File: src/hw/rtl/swr_pkg.sv
// package for the stop-and-wait receiver with crc-32 packet check
// holds field widths, op codes and the crc-32 helper functions
// no dependencies
`default_nettype none

package swr_pkg;

    // field widths
    localparam int OP_W      = 2;
    localparam int OFFSET_W  = 31;
    localparam int LEN_W     = 11;
    localparam int BYTE_W    = 8;
    localparam int CRC_W     = 32;

    localparam int MAX_PAYLOAD = 1024;

    localparam logic [CRC_W-1:0] CRC_POLY = 32'hEDB8_8320;
    localparam logic [CRC_W-1:0] CRC_INIT = 32'hFFFF_FFFF;

    // header bits fed into the crc: offset word then length word
    localparam int HDR_BITS = 64;

    // word kinds
    typedef enum logic [OP_W-1:0] {
        OP_HEADER  = 2'd0,
        OP_PAYLOAD = 2'd1,
        OP_TRAILER = 2'd2
    } t_op;

    typedef logic [CRC_W-1:0][HDR_BITS-1:0] t_hdr_rows;

    // one byte through the reflected crc, bit per step
    function automatic logic [CRC_W-1:0] crc_byte(input logic [CRC_W-1:0] crc,
                                                  input logic [BYTE_W-1:0] b);
        logic [CRC_W-1:0] c;
        c = crc ^ {24'd0, b};
        for (int k = 0; k < BYTE_W; k++) begin
            c = (c >> 1) ^ (c[0] ? CRC_POLY : '0);
        end
        return c;
    endfunction

    // crc of eight zero bytes from the all-ones start
    function automatic logic [CRC_W-1:0] hdr_base();
        logic [CRC_W-1:0] c;
        c = CRC_INIT;
        for (int k = 0; k < HDR_BITS / BYTE_W; k++) begin
            c = crc_byte(c, '0);
        end
        return c;
    endfunction

    // xor masks: which header bits reach each crc bit (zero start)
    function automatic t_hdr_rows hdr_rows();
        t_hdr_rows        rows;
        logic [CRC_W-1:0] c;
        logic [HDR_BITS-1:0] d;
        rows = '0;
        for (int i = 0; i < HDR_BITS; i++) begin
            c = '0;
            d = HDR_BITS'(1) << i;
            for (int k = 0; k < HDR_BITS / BYTE_W; k++) begin
                c = crc_byte(c, d[BYTE_W*k +: BYTE_W]);
            end
            for (int j = 0; j < CRC_W; j++) begin
                rows[j][i] = c[j];
            end
        end
        return rows;
    endfunction

    localparam logic [CRC_W-1:0] HDR_BASE = hdr_base();
    localparam t_hdr_rows        HDR_ROWS = hdr_rows();

    // crc after a header: one flat xor per crc bit
    function automatic logic [CRC_W-1:0] crc_header(input logic [OFFSET_W-1:0] offset,
                                                    input logic [LEN_W-1:0] len);
        logic [HDR_BITS-1:0] d;
        logic [CRC_W-1:0]    c;
        d = {21'd0, len, 1'b0, offset};
        for (int j = 0; j < CRC_W; j++) begin
            c[j] = HDR_BASE[j] ^ (^(d & HDR_ROWS[j]));
        end
        return c;
    endfunction

endpackage

`default_nettype wire

File: src/hw/rtl/swr_if.sv
// valid/ready channels for the receiver: input words and result words
// depends on swr_pkg
`default_nettype none

interface swr_in_if;
    import swr_pkg::*;

    logic                valid;
    logic                ready;
    logic [OP_W-1:0]     op;
    logic [OFFSET_W-1:0] seq_offset;
    logic [LEN_W-1:0]    payload_len;
    logic                last_flag;
    logic [BYTE_W-1:0]   data_byte;
    logic [CRC_W-1:0]    crc_value;

    modport source (output valid, op, seq_offset, payload_len, last_flag, data_byte,
                    crc_value, input ready);
    modport sink   (input valid, op, seq_offset, payload_len, last_flag, data_byte,
                    crc_value, output ready);
endinterface

interface swr_out_if;
    import swr_pkg::*;

    logic                valid;
    logic                ready;
    logic [OFFSET_W-1:0] ack_offset;
    logic                accepted;
    logic                transfer_done;

    modport source (output valid, ack_offset, accepted, transfer_done, input ready);
    modport sink   (input valid, ack_offset, accepted, transfer_done, output ready);
endinterface

`default_nettype wire

File: src/hw/rtl/stop_wait_receiver_crc32_check_core.sv
// stop-and-wait receiver: checks packet crc-32, offset and length, emits acks
// a trailer word passes through the input register and then the result register
// throughput: one word per cycle while no trailer stalls; the byte crc step and
// the flat header xor are combinational between the input register and the state
// a trailer stalls only while the result register is full and not taken
// reset (synchronous, active low) empties both registers, count zero, crc all ones
`default_nettype none

module stop_wait_receiver_crc32_check_core (
    input  wire logic   i_clk,
    input  wire logic   i_rst_n,
    swr_in_if.sink      i_in,
    swr_out_if.source   o_out
);
    import swr_pkg::*;

    // input register
    logic                r_in_valid;
    logic [OP_W-1:0]     r_in_op;
    logic [OFFSET_W-1:0] r_in_offset;
    logic [LEN_W-1:0]    r_in_len;
    logic                r_in_last;
    logic [BYTE_W-1:0]   r_in_byte;
    logic [CRC_W-1:0]    r_in_crc;

    // packet state; r_expect holds received count plus one
    logic [OFFSET_W-1:0] r_expect,   n_expect;
    logic [CRC_W-1:0]    r_crc,      n_crc;
    logic [OFFSET_W-1:0] r_hdr_offset, n_hdr_offset;
    logic [LEN_W-1:0]    r_hdr_len,  n_hdr_len;
    logic                r_hdr_last, n_hdr_last;
    logic [LEN_W-1:0]    r_count,    n_count;

    // result register
    logic                r_out_valid;
    logic [OFFSET_W-1:0] r_out_ack;
    logic                r_out_ok;
    logic                r_out_done;

    logic             advance;
    logic             is_trailer;
    logic             pkt_ok;
    logic [CRC_W-1:0] fin_crc;

    // the held word moves on unless it is a trailer facing a full result
    assign is_trailer = (r_in_op == OP_TRAILER);
    assign advance    = r_in_valid && (!is_trailer || !r_out_valid || o_out.ready);
    assign i_in.ready = !r_in_valid || advance;

    // input register
    always_ff @(posedge i_clk) begin
        if (!i_rst_n) begin
            r_in_valid <= 1'b0;
        end else if (i_in.ready) begin
            r_in_valid <= i_in.valid;
        end
        if (i_in.ready && i_in.valid) begin
            r_in_op     <= i_in.op;
            r_in_offset <= i_in.seq_offset;
            r_in_len    <= i_in.payload_len;
            r_in_last   <= i_in.last_flag;
            r_in_byte   <= i_in.data_byte;
            r_in_crc    <= i_in.crc_value;
        end
    end

    // trailer checks
    assign fin_crc = ~crc_byte(r_crc, {7'd0, r_hdr_last});
    assign pkt_ok  = (fin_crc == r_in_crc) && (r_hdr_offset == r_expect) &&
                     (r_count == r_hdr_len) && (32'(r_hdr_len) <= MAX_PAYLOAD);

    // next packet state
    always_comb begin
        n_expect     = r_expect;
        n_crc        = r_crc;
        n_hdr_offset = r_hdr_offset;
        n_hdr_len    = r_hdr_len;
        n_hdr_last   = r_hdr_last;
        n_count      = r_count;
        if (advance) begin
            case (r_in_op)
                OP_HEADER: begin
                    n_hdr_offset = r_in_offset;
                    n_hdr_len    = r_in_len;
                    n_hdr_last   = r_in_last;
                    n_crc        = crc_header(r_in_offset, r_in_len);
                    n_count      = '0;
                end
                OP_PAYLOAD: begin
                    n_crc = crc_byte(r_crc, r_in_byte);
                    if (r_count != '1) begin
                        n_count = r_count + LEN_W'(1);
                    end
                end
                OP_TRAILER: begin
                    if (pkt_ok) begin
                        n_expect = r_expect + OFFSET_W'(r_hdr_len);
                    end
                    n_crc   = CRC_INIT;
                    n_count = '0;
                end
                default: begin
                    // unused code: no effect
                end
            endcase
        end
    end

    // state registers
    always_ff @(posedge i_clk) begin
        if (!i_rst_n) begin
            r_expect     <= OFFSET_W'(1);
            r_crc        <= CRC_INIT;
            r_hdr_offset <= '0;
            r_hdr_len    <= '0;
            r_hdr_last   <= 1'b0;
            r_count      <= '0;
        end else begin
            r_expect     <= n_expect;
            r_crc        <= n_crc;
            r_hdr_offset <= n_hdr_offset;
            r_hdr_len    <= n_hdr_len;
            r_hdr_last   <= n_hdr_last;
            r_count      <= n_count;
        end
    end

    // result register
    always_ff @(posedge i_clk) begin
        if (!i_rst_n) begin
            r_out_valid <= 1'b0;
        end else if (advance && is_trailer) begin
            r_out_valid <= 1'b1;
        end else if (o_out.ready) begin
            r_out_valid <= 1'b0;
        end
        if (advance && is_trailer) begin
            r_out_ack  <= n_expect;
            r_out_ok   <= pkt_ok;
            r_out_done <= pkt_ok && r_hdr_last;
        end
    end

    assign o_out.valid         = r_out_valid;
    assign o_out.ack_offset    = r_out_ack;
    assign o_out.accepted      = r_out_ok;
    assign o_out.transfer_done = r_out_done;

endmodule

`default_nettype wire

File: src/flat_wrapper.sv
// flat-port wrapper written by rule: the top's interface ports become plain ports
module stop_wait_receiver_crc32_check_core_flat import swr_pkg::*;
  (i_clk, i_rst_n, i_in_valid, i_in_op, i_in_seq_offset, i_in_payload_len, i_in_last_flag, i_in_data_byte, i_in_crc_value, i_in_ready, o_out_valid, o_out_ack_offset, o_out_accepted, o_out_transfer_done, o_out_ready);
  swr_in_if i_in_i ();
  swr_out_if o_out_i ();
  input  wire logic i_clk;
  input  wire logic i_rst_n;
  input wire logic [$bits(i_in_i.valid)-1:0] i_in_valid;
  input wire logic [$bits(i_in_i.op)-1:0] i_in_op;
  input wire logic [$bits(i_in_i.seq_offset)-1:0] i_in_seq_offset;
  input wire logic [$bits(i_in_i.payload_len)-1:0] i_in_payload_len;
  input wire logic [$bits(i_in_i.last_flag)-1:0] i_in_last_flag;
  input wire logic [$bits(i_in_i.data_byte)-1:0] i_in_data_byte;
  input wire logic [$bits(i_in_i.crc_value)-1:0] i_in_crc_value;
  output wire logic [$bits(i_in_i.ready)-1:0] i_in_ready;
  output wire logic [$bits(o_out_i.valid)-1:0] o_out_valid;
  output wire logic [$bits(o_out_i.ack_offset)-1:0] o_out_ack_offset;
  output wire logic [$bits(o_out_i.accepted)-1:0] o_out_accepted;
  output wire logic [$bits(o_out_i.transfer_done)-1:0] o_out_transfer_done;
  input wire logic [$bits(o_out_i.ready)-1:0] o_out_ready;
  assign i_in_i.valid = i_in_valid;
  assign i_in_i.op = i_in_op;
  assign i_in_i.seq_offset = i_in_seq_offset;
  assign i_in_i.payload_len = i_in_payload_len;
  assign i_in_i.last_flag = i_in_last_flag;
  assign i_in_i.data_byte = i_in_data_byte;
  assign i_in_i.crc_value = i_in_crc_value;
  assign i_in_ready = i_in_i.ready;
  assign o_out_valid = o_out_i.valid;
  assign o_out_ack_offset = o_out_i.ack_offset;
  assign o_out_accepted = o_out_i.accepted;
  assign o_out_transfer_done = o_out_i.transfer_done;
  assign o_out_i.ready = o_out_ready;
  stop_wait_receiver_crc32_check_core u_core (.i_clk(i_clk), .i_rst_n(i_rst_n), .i_in(i_in_i), .o_out(o_out_i));
endmodule
File: config.mk
export PLATFORM = sky130hd
export DESIGN_NAME = stop_wait_receiver_crc32_check_core_flat
export DESIGN_NICKNAME = d
export VERILOG_FILES = /design/src/hw/rtl/swr_pkg.sv /design/src/hw/rtl/swr_if.sv /design/src/hw/rtl/stop_wait_receiver_crc32_check_core.sv /design/src/flat_wrapper.sv
export SDC_FILE = /design/constraint.sdc
export NUM_CORES = 1
export LEC_CHECK = 0
export BUFFER_PORTS_ARGS = -buffer_cell sky130_fd_sc_hd__buf_2
export CORE_UTILIZATION = 60
export CTS_CLUSTER_SIZE = 8
export DETAILED_ROUTE_END_ITERATION = 7
export GPL_TIMING_DRIVEN = 0
export HOLD_SLACK_MARGIN = 0.1
export PLACE_DENSITY = 0.91
export SLEW_MARGIN = 10
export SYNTH_ARGS = -nofsm -noshare
export SYNTH_HDL_FRONTEND = slang
export SYNTH_SLANG_ARGS = --single-unit
File: constraint.sdc
create_clock -name i_clk -period 11.3 [get_ports i_clk]
set_input_delay 0.565 -clock i_clk [delete_from_list [all_inputs] [get_ports i_clk]]
set_output_delay 0.565 -clock i_clk [all_outputs]
set_load 0.005 [all_outputs]
# Word level (Yosys, flattened, before mapping)
# Index checks and enable logic that the tools add are counted.
op_classes:
  add_sub_neg: 2
  n_lt_le_gt_ge: 1
  eq_ne: 7
  n_mux: 24
  bitwise_logic: 34
  n_reduce_logical: 53
ops:
  columns: ["cell", "count"]
  rows:
  - ["$reduce_xor 64->1", 32]
  - ["$mux 32", 16]
  - ["$xor 31x32->32", 16]
  - ["$pmux 32 s3", 1]
  - ["$mux 31", 3]
  - ["$eq 32x32->1", 1]
  - ["$not 32->32", 1]
  - ["$xor 32x1->32", 1]
  - ["$xor 32x8->32", 1]
  - ["$add 31x11->31", 1]
  - ["$eq 31x31->1", 1]
  - ["$pmux 11 s2", 1]
  - ["$not 1->1", 15]
  - ["$add 11x1->11 const B", 1]
  - ["$eq 11x11->1", 1]
  - ["$le 11x11->1 const B", 1]
  - ["$mux 11", 1]
  - ["$ne 11x11->1 const B", 1]
  - ["$logic_and 1x1->1", 7]
  - ["$reduce_and 2->1", 2]
  - ["$reduce_bool 2->1", 2]
  - ["$logic_not 1->1", 3]
  - ["$logic_or 1x1->1", 3]
  - ["$reduce_and 3->1", 1]
  - ["7 further kinds", 8]
totals:
  register_bits: 237
  inputBits: 89
  out_inout_bits: 35
  wordCells: 138

# Logic depth before layout (Yosys ltp)
# Gate-level depths: netlist of run 1.
depth:
  depth_word: 25
  depth_mapped: 12
  depth_no_buf: 11

# Least setup slack after synthesis of run 1
# No wires, ideal clock.
synth_path:
  path_type: "register to register"
  startpoint: "reg u_core.r_in_op[0]"
  endpoint: "reg u_core.r_in_byte[0], enable pin"
  setup_time_ns: 0.579
  t_arrival_ns: 5.418
  required_time_ns: 10.721
  slack_ns: 5.303
  path_stages_with_launch: 5
  path_buffers: 1
  period_less_slack_ns: 5.997
  path_cell_list: "edfxtp_1 > inv_1 > ha_1 > clkbuf_1 > a31oi_1"
synth_between:
  elab_chain_len: 7
synth_lines:
  columns: ["element", "line", "source"]
  rows:
  - ["start, declared", "stop_wait_receiver_crc32_check_core.sv:19", "logic [OP_W-1:0] r_in_op;"]
  - ["start signal, assigned", "stop_wait_receiver_crc32_check_core.sv:58", "r_in_op <= i_in.op;"]
  - ["$eq 2x2->1", "stop_wait_receiver_crc32_check_core.sv:46", "assign is_trailer = (r_in_op == OP_TRAILER);"]
  - ["$logic_not 1->1", "stop_wait_receiver_crc32_check_core.sv:47", "assign advance = r_in_valid && (!is_trailer || !r_out_valid || o_out.ready);"]
  - ["$logic_or 1x1->1 (2 in series)", "stop_wait_receiver_crc32_check_core.sv:47", null]
  - ["$logic_and 1x1->1", "stop_wait_receiver_crc32_check_core.sv:47", null]
  - ["$logic_or 1x1->1", "stop_wait_receiver_crc32_check_core.sv:48", "assign i_in.ready = !r_in_valid || advance;"]
  - ["$logic_and 1x1->1", "stop_wait_receiver_crc32_check_core.sv:57", "if (i_in.ready && i_in.valid) begin"]
  - ["end signal, assigned", "stop_wait_receiver_crc32_check_core.sv:62", "r_in_byte <= i_in.data_byte;"]
  - ["end, declared", "stop_wait_receiver_crc32_check_core.sv:23", "logic [BYTE_W-1:0] r_in_byte;"]
# Every way passes these cells.
# A chain may end at the register's enable or synchronous reset.

# Worst setup path after layout of run 1
layout_path:
  startpoint: "reg u_core.r_hdr_len[6]"
  endpoint: "reg u_core.r_out_ack[1] (netlist: u_core.o_out.ack_offset[1]) (data pin)"
layout_between:
  elab_chain_len: 6
  elab_cells_between_ends: 7
  classes_between: "order compare (1); eq/ne (1); mux (3); reduce/logical (2)"
layout_lines:
  columns: ["element", "line", "source"]
  rows:
  - ["start, declared", "stop_wait_receiver_crc32_check_core.sv:30", "logic [LEN_W-1:0] r_hdr_len, n_hdr_len;"]
  - ["start signal, assigned", "stop_wait_receiver_crc32_check_core.sv:122", "r_hdr_len <= n_hdr_len;"]
  - ["branches (longest 2 deep; another with $le 11x11->1)", null, null]
  - ["$logic_and 1x1->1 (*)", "stop_wait_receiver_crc32_check_core.sv:70", "(r_count == r_hdr_len) && (32'(r_hdr_len) <= MAX_PAYLOAD);"]
  - ["$mux 31 (*)", "stop_wait_receiver_crc32_check_core.sv:96", "if (pkt_ok) begin"]
  - ["$mux 31 (*)", "stop_wait_receiver_crc32_check_core.sv:81", "case (r_in_op)"]
  - ["$mux 31 (*)", "stop_wait_receiver_crc32_check_core.sv:80", "if (advance) begin"]
  - ["net u_core.n_expect[1]", "stop_wait_receiver_crc32_check_core.sv:27", "logic [OFFSET_W-1:0] r_expect, n_expect;"]
  - ["end signal, assigned", "stop_wait_receiver_crc32_check_core.sv:138", "r_out_ack <= n_expect;"]
  - ["end, declared", "stop_wait_receiver_crc32_check_core.sv:36", "logic [OFFSET_W-1:0] r_out_ack;"]
# Mark *: on every way through the listed nets, which the timed path passes.

==> results of run 1 <==
==> synthesized netlist by cell type (11+ instances only) <==
master,number,area (um^2)
a21oi_1,119,596
clkbuf_1,91,342
dfxtp_1,119,2380
edfxtp_1,118,3540
ha_1,16,200
inv_1,18,67.6
mux2i_1,22,220
nand2_1,149,559
nand2b_1,20,125
nand3_1,23,115
nand4_1,18,113
nor2_1,49,184
nor3_1,11,55.1
o21ai_0,21,105
o31ai_1,16,120
xnor2_1,377,3300
xnor3_1,13,293
xor2_1,132,1160
==> registers in the layout, summed over array words and instances, names as in the netlist <==
signal and count:
u_core.r_in_len 11, u_core.r_in_crc 32, u_core.o_out.transfer_done 1, u_core.r_crc 32, u_core.r_count 11, u_core.r_in_last 1
u_core.o_out.valid 1, u_core.r_hdr_len 11, u_core.o_out.ack_offset 31, u_core.r_in_byte 8, u_core.r_hdr_last 1, u_core.r_expect 31
u_core.r_in_offset 31, u_core.r_in_op 2, u_core.r_in_valid 1, u_core.o_out.accepted 1, u_core.r_hdr_offset 31
==> area by class of cell <==
type / instances / area (um^2) / area share
flip-flops and latches: 237 / 5930 / 0.351
inverters: 18 / 67.6 / 0.00400
clock buffers: 57 / 958 / 0.0568
multi-input cells: 1118 / 8330 / 0.493
repair buffers: 128 / 722 / 0.0428
plain buffers: 104 / 419 / 0.0248
clock inverters: 4 / 57.6 / 0.00341
well taps: 319 / 399 / 0.0237
==> worst paths after layout <==
kind / cells past startpoint / start / slack, ns / to
setup / recovery: 9 / u_core.r_hdr_len[6] / 7.13 / u_core.o_out.ack_offset[1]
hold / removal: 1 / i_in_seq_offset[26] / 0.22 / u_core.r_in_offset[26]
hold reg to reg: 2 / u_core.r_hdr_offset[10] / 0.47 / u_core.r_hdr_offset[10]
setup reg to reg: 9 / u_core.r_hdr_len[6] / 7.13 / u_core.o_out.ack_offset[1]
==> worst max-delay path, cell delays in order (launching register included) <==
cell and delay, ns:
dfxtp_1 0.39, or4_1 0.54, o41ai_1 0.83, o21ai_0 0.23
nor4b_1 0.34, nand4b_1 0.26, nor3_1 0.38, clkbuf_1 0.48
a21oi_1 0.17, or2_2 0.29
==> report_power, final <==
| part | internal [uW] | leakage [uW] | switching, uW | total, uW |
|---|---|---|---|---|
| Clock | 582 | 0.000485 | 385 | 967 |
| Sequential | 937 | 0.00215 | 26.8 | 964 |
| Combinational | 413 | 0.00366 | 510 | 923 |
==> logic make-up (layout without fill, tap and decap cells) <==
kind of cell / count (synthesis) / in the layout
AOI/OAI and AO/OA: 213 / 213
xor gates and xnor gates: 528 / 528
adders and majority gates: 17 / 17
buffers and inverters: 122 / 311
DFF: 237 / 237
muxes: 22 / 22
and+or+nand+nor: 338 / 338
==> layer usage <==
layer | vias to the layer above | track usage | routed length, um
met1 | 5424 | 0.426 | 16800
met5 | - | 0 | 0
li1 | 5320 | - | -
met2 | 554 | 0.586 | 20100
met4 | 0 | 0.136 | 1580
met3 | 120 | 0.0574 | 3200
==> stage by stage <==
stage | cell area [um^2] | util
2_1_floorplan | 14700 | -
3_3_place_gp | 15700 | 0.662
3_5_place_dp | 15900 | 0.668
4_1_cts | 16900 | 0.710
5_1_grt | 16900 | 0.710
6_report | 16900 | 0.710
==> cell usage in the layout (no fill, tap or decap), types with 9 or more instances in the layout <==
master     count
clkbuf_16     35
buf_2        127
a21oi_1      119
o31ai_1       16
a211oi_1      10
inv_1         18
mux2i_1       22
edfxtp_1     118
nand2b_1      20
xnor2_1      377
xnor3_1       13
nor3_1        11
nand4_1       18
ha_1          16
o21ai_0       21
nand2_1      149
clkbuf_1     112
xor2_1       132
nor4_1         9
nand3_1       23
nor2_1        49
dfxtp_1      119
==> results.txt, run 1 <==
GRT overflow: 0
Clk sink count: 237
Maximum number of pins on one net before global-route repair: 29
Synthesized area per cell: 9.96 um^2
Mapped cell area: 14,700 um^2
Least-Margin Pin Slew: 1.24 ns
Final wirelength: 41,700 um
EDFF count, synth: 118
PortBufs: 123
Power Total: 2850 uW
Status: completed
Area grow syn2layout: 14.7%
YS warnings: 0
Pins Over Slew Limit: 0
Max_cap viols: 0
Post-synthesis mux area share: 0.0150
DR vias/cell: 5.75
First-pass GRT wire length: 63,700 um
HP Class: input port to register
Antenna Diode Count: 0
CTS tree: yes
Clock buffer depth: 3
Fmax: 0.240 GHz
Synth Area in Adders: 0.0150
Crit Path Class: register to register
Pre-CTS setup slack: 7.27 ns
Num CTS Buffers: 35
Pwr/cell area: 169 nW/um^2
Layout Nets: 1,748
Peak supply drop: 0.165 mV
Std-Cell Rows: 56
Crit share post-route: 0.369
Complex-gate fraction of the synthesized area: 0.0856
Root Buffer: clkbuf_16
Syn_nets: 1,583
Layout cell share with drive strength beyond 1: 0.122
FF+latch count, synth: 237
Post-CTS setup buffer count: 0
Synth Instances: 1,477
Fillers: 1,726
Leak pwr: 0.00629 uW
Register area share after synthesis: 0.403
Vias in the first global route: 11,410
Initial DRC Count: 1,067
Final setup vio count: 0
Fin Hold WS: 0.217 ns
Startpoint types: register
Worst Path Arrival: 4.44 ns
Initial antenna violation count: 0
Fin worst setup slack: 7.13 ns
Slew HR: 0.169
Largest family of logic cells by synthesized area: XOR/XNOR gates
Async SR Flop Fraction: 0
Reg clk slew, reported paths: 0.05 ns
Critical Path RT: 11.57 ns
Final weighted congestion in routability-driven placement: 0.964
Die H: 159 um
DRC violations left: 0
Placed cell count: 1,924
Routed wire per std cell: 21.0 um
Vias: 11,418
Total die area: 25,200 um^2
Initial core utilization: 0.620
Gr usage total: 0.342
Drt first pass iters: 7
Synth Area in XOR/XNOR: 0.332
Core Area: 23,800 um^2
Fin. Hold Viols: 0
Hold buffers post-CTS: 0
Die width: 159 um
Skew final: 0.0234 ns
Synth unique cells: 69
Min Tclk post-route: 4.17 ns
RSZ-0062 raised after global routing: no
Remaining antenna violation count: 0
Post-CTS sizing: 0
Final setup TNS: 0 ns
Number of H-tree levels: 2
Simple-gate share of the synthesized area: 0.117
CP Capture Type: register
I/O pin total: 124
Most used DFF post-synth: dfxtp_1
Crit path max fanout: 10
Clock Latency Late Sink: 0.53 ns
DP HPWL: 31,500 um
Fin cells: 1,985
(Power assumes the default switching activity.)
==> run 2, diff against run 1 <==
--- a/config.mk
+++ b/config.mk
@@ -5,13 +5,14 @@
 export SDC_FILE = /design/constraint.sdc
 export NUM_CORES = 1
 export LEC_CHECK = 0
+export ABC_AREA = 1
 export BUFFER_PORTS_ARGS = -buffer_cell sky130_fd_sc_hd__buf_2
-export CORE_UTILIZATION = 60
+export CORE_UTILIZATION = 56
 export CTS_CLUSTER_SIZE = 8
 export DETAILED_ROUTE_END_ITERATION = 7
 export GPL_TIMING_DRIVEN = 0
 export HOLD_SLACK_MARGIN = 0.1
-export PLACE_DENSITY = 0.91
+export PLACE_DENSITY = 0.89
 export SLEW_MARGIN = 10
 export SYNTH_ARGS = -nofsm -noshare
 export SYNTH_HDL_FRONTEND = slang
==> constraint.sdc (replaced) <==
create_clock -name i_clk -period 3.3 [get_ports i_clk]
set_input_delay 0.165 -clock i_clk [delete_from_list [all_inputs] [get_ports i_clk]]
set_output_delay 0.165 -clock i_clk [all_outputs]
set_load 0.005 [all_outputs]
==> run 2 against run 1 <==
- clock skew grew 0.017 ns
- combinational power grew to 3.8 times the previous value
- global-route usage grew 3.6 points
- sequential share of layout area shrank 5.3 points
- power grew to 3.6 times the previous value
- worst setup slack lost 7.0 ns
- clock power grew to 3.6 times the previous value
- hold slack lost 0.066 ns
- via count grew 37%
- largest cell class unchanged
- highest routed layer is now met5
==> results.txt, run 2 <==
Synth top cells by count: nand2_1 (547), xor2_1 (259), inv_1 (223)
Final weighted congestion in routability-driven placement: 1.02
Fmax: 0.312 GHz
Slew HR: 0.369
Crit path max fanout: 10
Commonest cells after routing, fill and taps aside: nand2_1 (543), xor2_1 (259), inv_1 (220), xnor2_1 (179), nor2_1 (134)
Power Total: 10,300 uW
CP peak stage delay: 0.52 ns
Mapped cell area: 16,700 um^2
DP HPWL: 43,400 um
Initial antenna violation count: 3
Complex-gate fraction of the synthesized area: 0.0867
Peak supply drop: 0.488 mV
Root Buffer: clkbuf_16
Fin. Hold Viols: 0
Syn_nets: 2,296
EDFF count, synth: 118
Vias in the first global route: 14,944
Synth unique cells: 52
CP Capture Type: register
Final setup vio count: 0
Crit Path Class: register to register
Num CTS Buffers: 35
Synth Area in XOR/XNOR: 0.240
CTS tree: yes
YS warnings: 0
Final setup TNS: 0 ns
Skew final: 0.0399 ns
DR vias/cell: 5.48
Pwr/cell area: 517 nW/um^2
Async SR Flop Fraction: 0
Total die area: 30,500 um^2
Gr usage total: 0.378
Std-Cell Rows: 62
Startpoint types: register
Maximum number of pins on one net before global-route repair: 51
Crit share post-route: 0.970
Die H: 175 um
Reg clk slew, reported paths: 0.05 ns
Vias: 15,687
Final wirelength: 58,400 um
Synthesized area per cell: 7.62 um^2
Top-area cell type share of the netlist area: 0.212
Worst Path Arrival: 3.48 ns
GRT overflow: 0
Post-route cell area: 19,900 um^2
DRC violations left: 0
Fin Hold WS: 0.151 ns
Register area share after synthesis: 0.355
Synth Area in Adders: 0.0132
FF+latch count, synth: 237
Die width: 175 um
Area leader, netlist: edfxtp_1
Reg2reg end: u_core.o_out.ack_offset[18]
Largest regs: u_core.r_crc x32, u_core.r_in_crc x32
Clk sink count: 237
Drt first pass iters: 8
Most common cell after layout, fill and taps aside: nand2_1
Status: completed
Remaining antenna violation count: 0
PortBufs: 123
Hold Path Cell Cnt: 4
Worst r2r src: u_core.r_hdr_len[4]
Clock buffer depth: 3
Crit path cell chain: xnor2_1 -> nand3_1 -> nor2_1 -> nand2_1 -> nor2_1 -> nand2_1 -> nor2_1 -> nand3_1 -> nor2_1 -> nand3_2 -> nor2_4 -> nand2_2 -> buf_6 -> nor2_2 -> xor2_1 -> inv_1
Critical Path RT: 3.58 ns
Layout Nets: 2,554
Hold EP: u_core.r_count[6]
Flop2flop setup slack: 0.1 ns
Simple-gate share of the synthesized area: 0.230
Post-synthesis mux area share: 0
Largest family of logic cells by synthesized area: XOR/XNOR gates
Synth Instances: 2,190
Core Area: 29,000 um^2
Area grow syn2layout: 19.3%
Max stage delay cell, worst path: xnor2_1
Cell depth of the worst flop-to-flop path: 16
Placed inst area: 17,800 um^2
Most used DFF post-synth: dfxtp_1
Clock Latency Late Sink: 0.55 ns
Most numerous cell on the critical path: nor2_1
Initial DRC Count: 1,584
WP buf/inv: 2
Min Tclk post-route: 3.20 ns
Pins Over Slew Limit: 0
Synth top area cells: edfxtp_1 (21%), dfxtp_1 (14%), xor2_1 (14%)
First-pass GRT wire length: 87,100 um
Layout cell share with drive strength beyond 1: 0.114
CP delay by family, top: simple AND/OR/NAND/NOR gates
Initial core utilization: 0.575
I/O pin total: 124
Post-Route Utilization: 0.686
HP Class: input port to register
Least-Margin Pin Slew: 0.940 ns
Number of H-tree levels: 2
Leak pwr: 0.00904 uW
Hold path start: i_rst_n
Routed wire per std cell: 20.4 um
Max_cap viols: 0
Top-count cell post-synth: nand2_1
[run 2: cell count changes after synthesis, moves of 18 or more]
cell      change
nand2b_1     -19
xnor2_1     -197
mux2i_1      -22
clkbuf_1     -23
o211ai_1     +22
inv_1       +205
nand2_1     +398
nand3_1      +94
xor2_1      +127
o21ai_0      +66
nand2_2      +18
nor2_1       +91
[run 2: worst min-delay path: cells and delay by family]
kind | cells | cell delay [ns]
buffers and inverters | 1 | 0.17
AO/OA/AOI/OAI | 2 | 0.17
AND/OR/NAND/NOR | 1 | 0.13
[run 2: kinds of logic after synthesis]
| group | count (synthesis) |
|---|---|
| DFF | 237 |
| AOI/OAI and AO/OA | 263 |
| and+or+nand+nor | 903 |
| adders and majority gates | 17 |
| xor gates and xnor gates | 447 |
| buffers and inverters | 323 |
[run 2: final cells by class]
type	instances	area (um^2)
Inverter	239	906
Fill cell	2431	9110
Timing Repair Buffer	221	1610
Clock buffer	61	983
Multi-Input combinational cell	1630	9560
Buffer	84	369
Clock inverter	3	52.6
Antenna cell	1	2.50
Sequential cell	237	5930
Tap cell	384	480
[run 2: metrics by stage]
step | cells | worst slack (ns)
2_1_floorplan | 2190 | 0.236
3_3_place_gp | 2697 | -0.617
3_5_place_dp | 2699 | -0.111
4_1_cts | 2850 | -0.0346
5_1_grt | 2860 | -0.0674
6_report | 2860 | 0.0977
[run 2: how the worst max path moves through the flow]
stage,depth (start not counted),end,start
6_report,16,u_core.o_out.ack_offset[18],u_core.r_hdr_len[4]
4_1_cts,18,u_core.o_out.ack_offset[18],u_core.r_crc[2]
2_1_floorplan,6,u_core.r_in_byte[0],u_core.r_in_op[0]
3_3_place_gp,6,u_core.r_in_len[1],u_core.r_in_op[0]
3_5_place_dp,18,u_core.o_out.ack_offset[18],u_core.r_hdr_last
5_1_grt,16,u_core.o_out.ack_offset[26],u_core.r_hdr_len[0]
[run 2: layer usage]
layer | track usage | vias to the layer above | part of all wire
li1 | - | 7495 | -
met1 | 0.483 | 7288 | 0.41
met2 | 0.634 | 732 | 0.46
met3 | 0.0570 | 168 | 0.077
met4 | 0.164 | 4 | 0.047
met5 | 0 | - | 0.00046
[run 2: timing repair]
| item | 4_1_cts | 5_1_grt |
|---|---|---|
| hold buffers | 87 | 0 |
| endpoints found under the hold margin | 87 | 0 |
| setup endpoints to repair | 11 | 51 |
| setup buffers | 0 | 9 |
| pin swaps | 0 | 7 |
| gates resized for setup | 3 | 30 |
[run 2: report_power, final]
group          switching [uW]  internal [uW]  total, uW
clock network            1440           2030       3470
logic                    2250           1260       3510
registers                 102           3210       3320
total                    3790           6510      10300
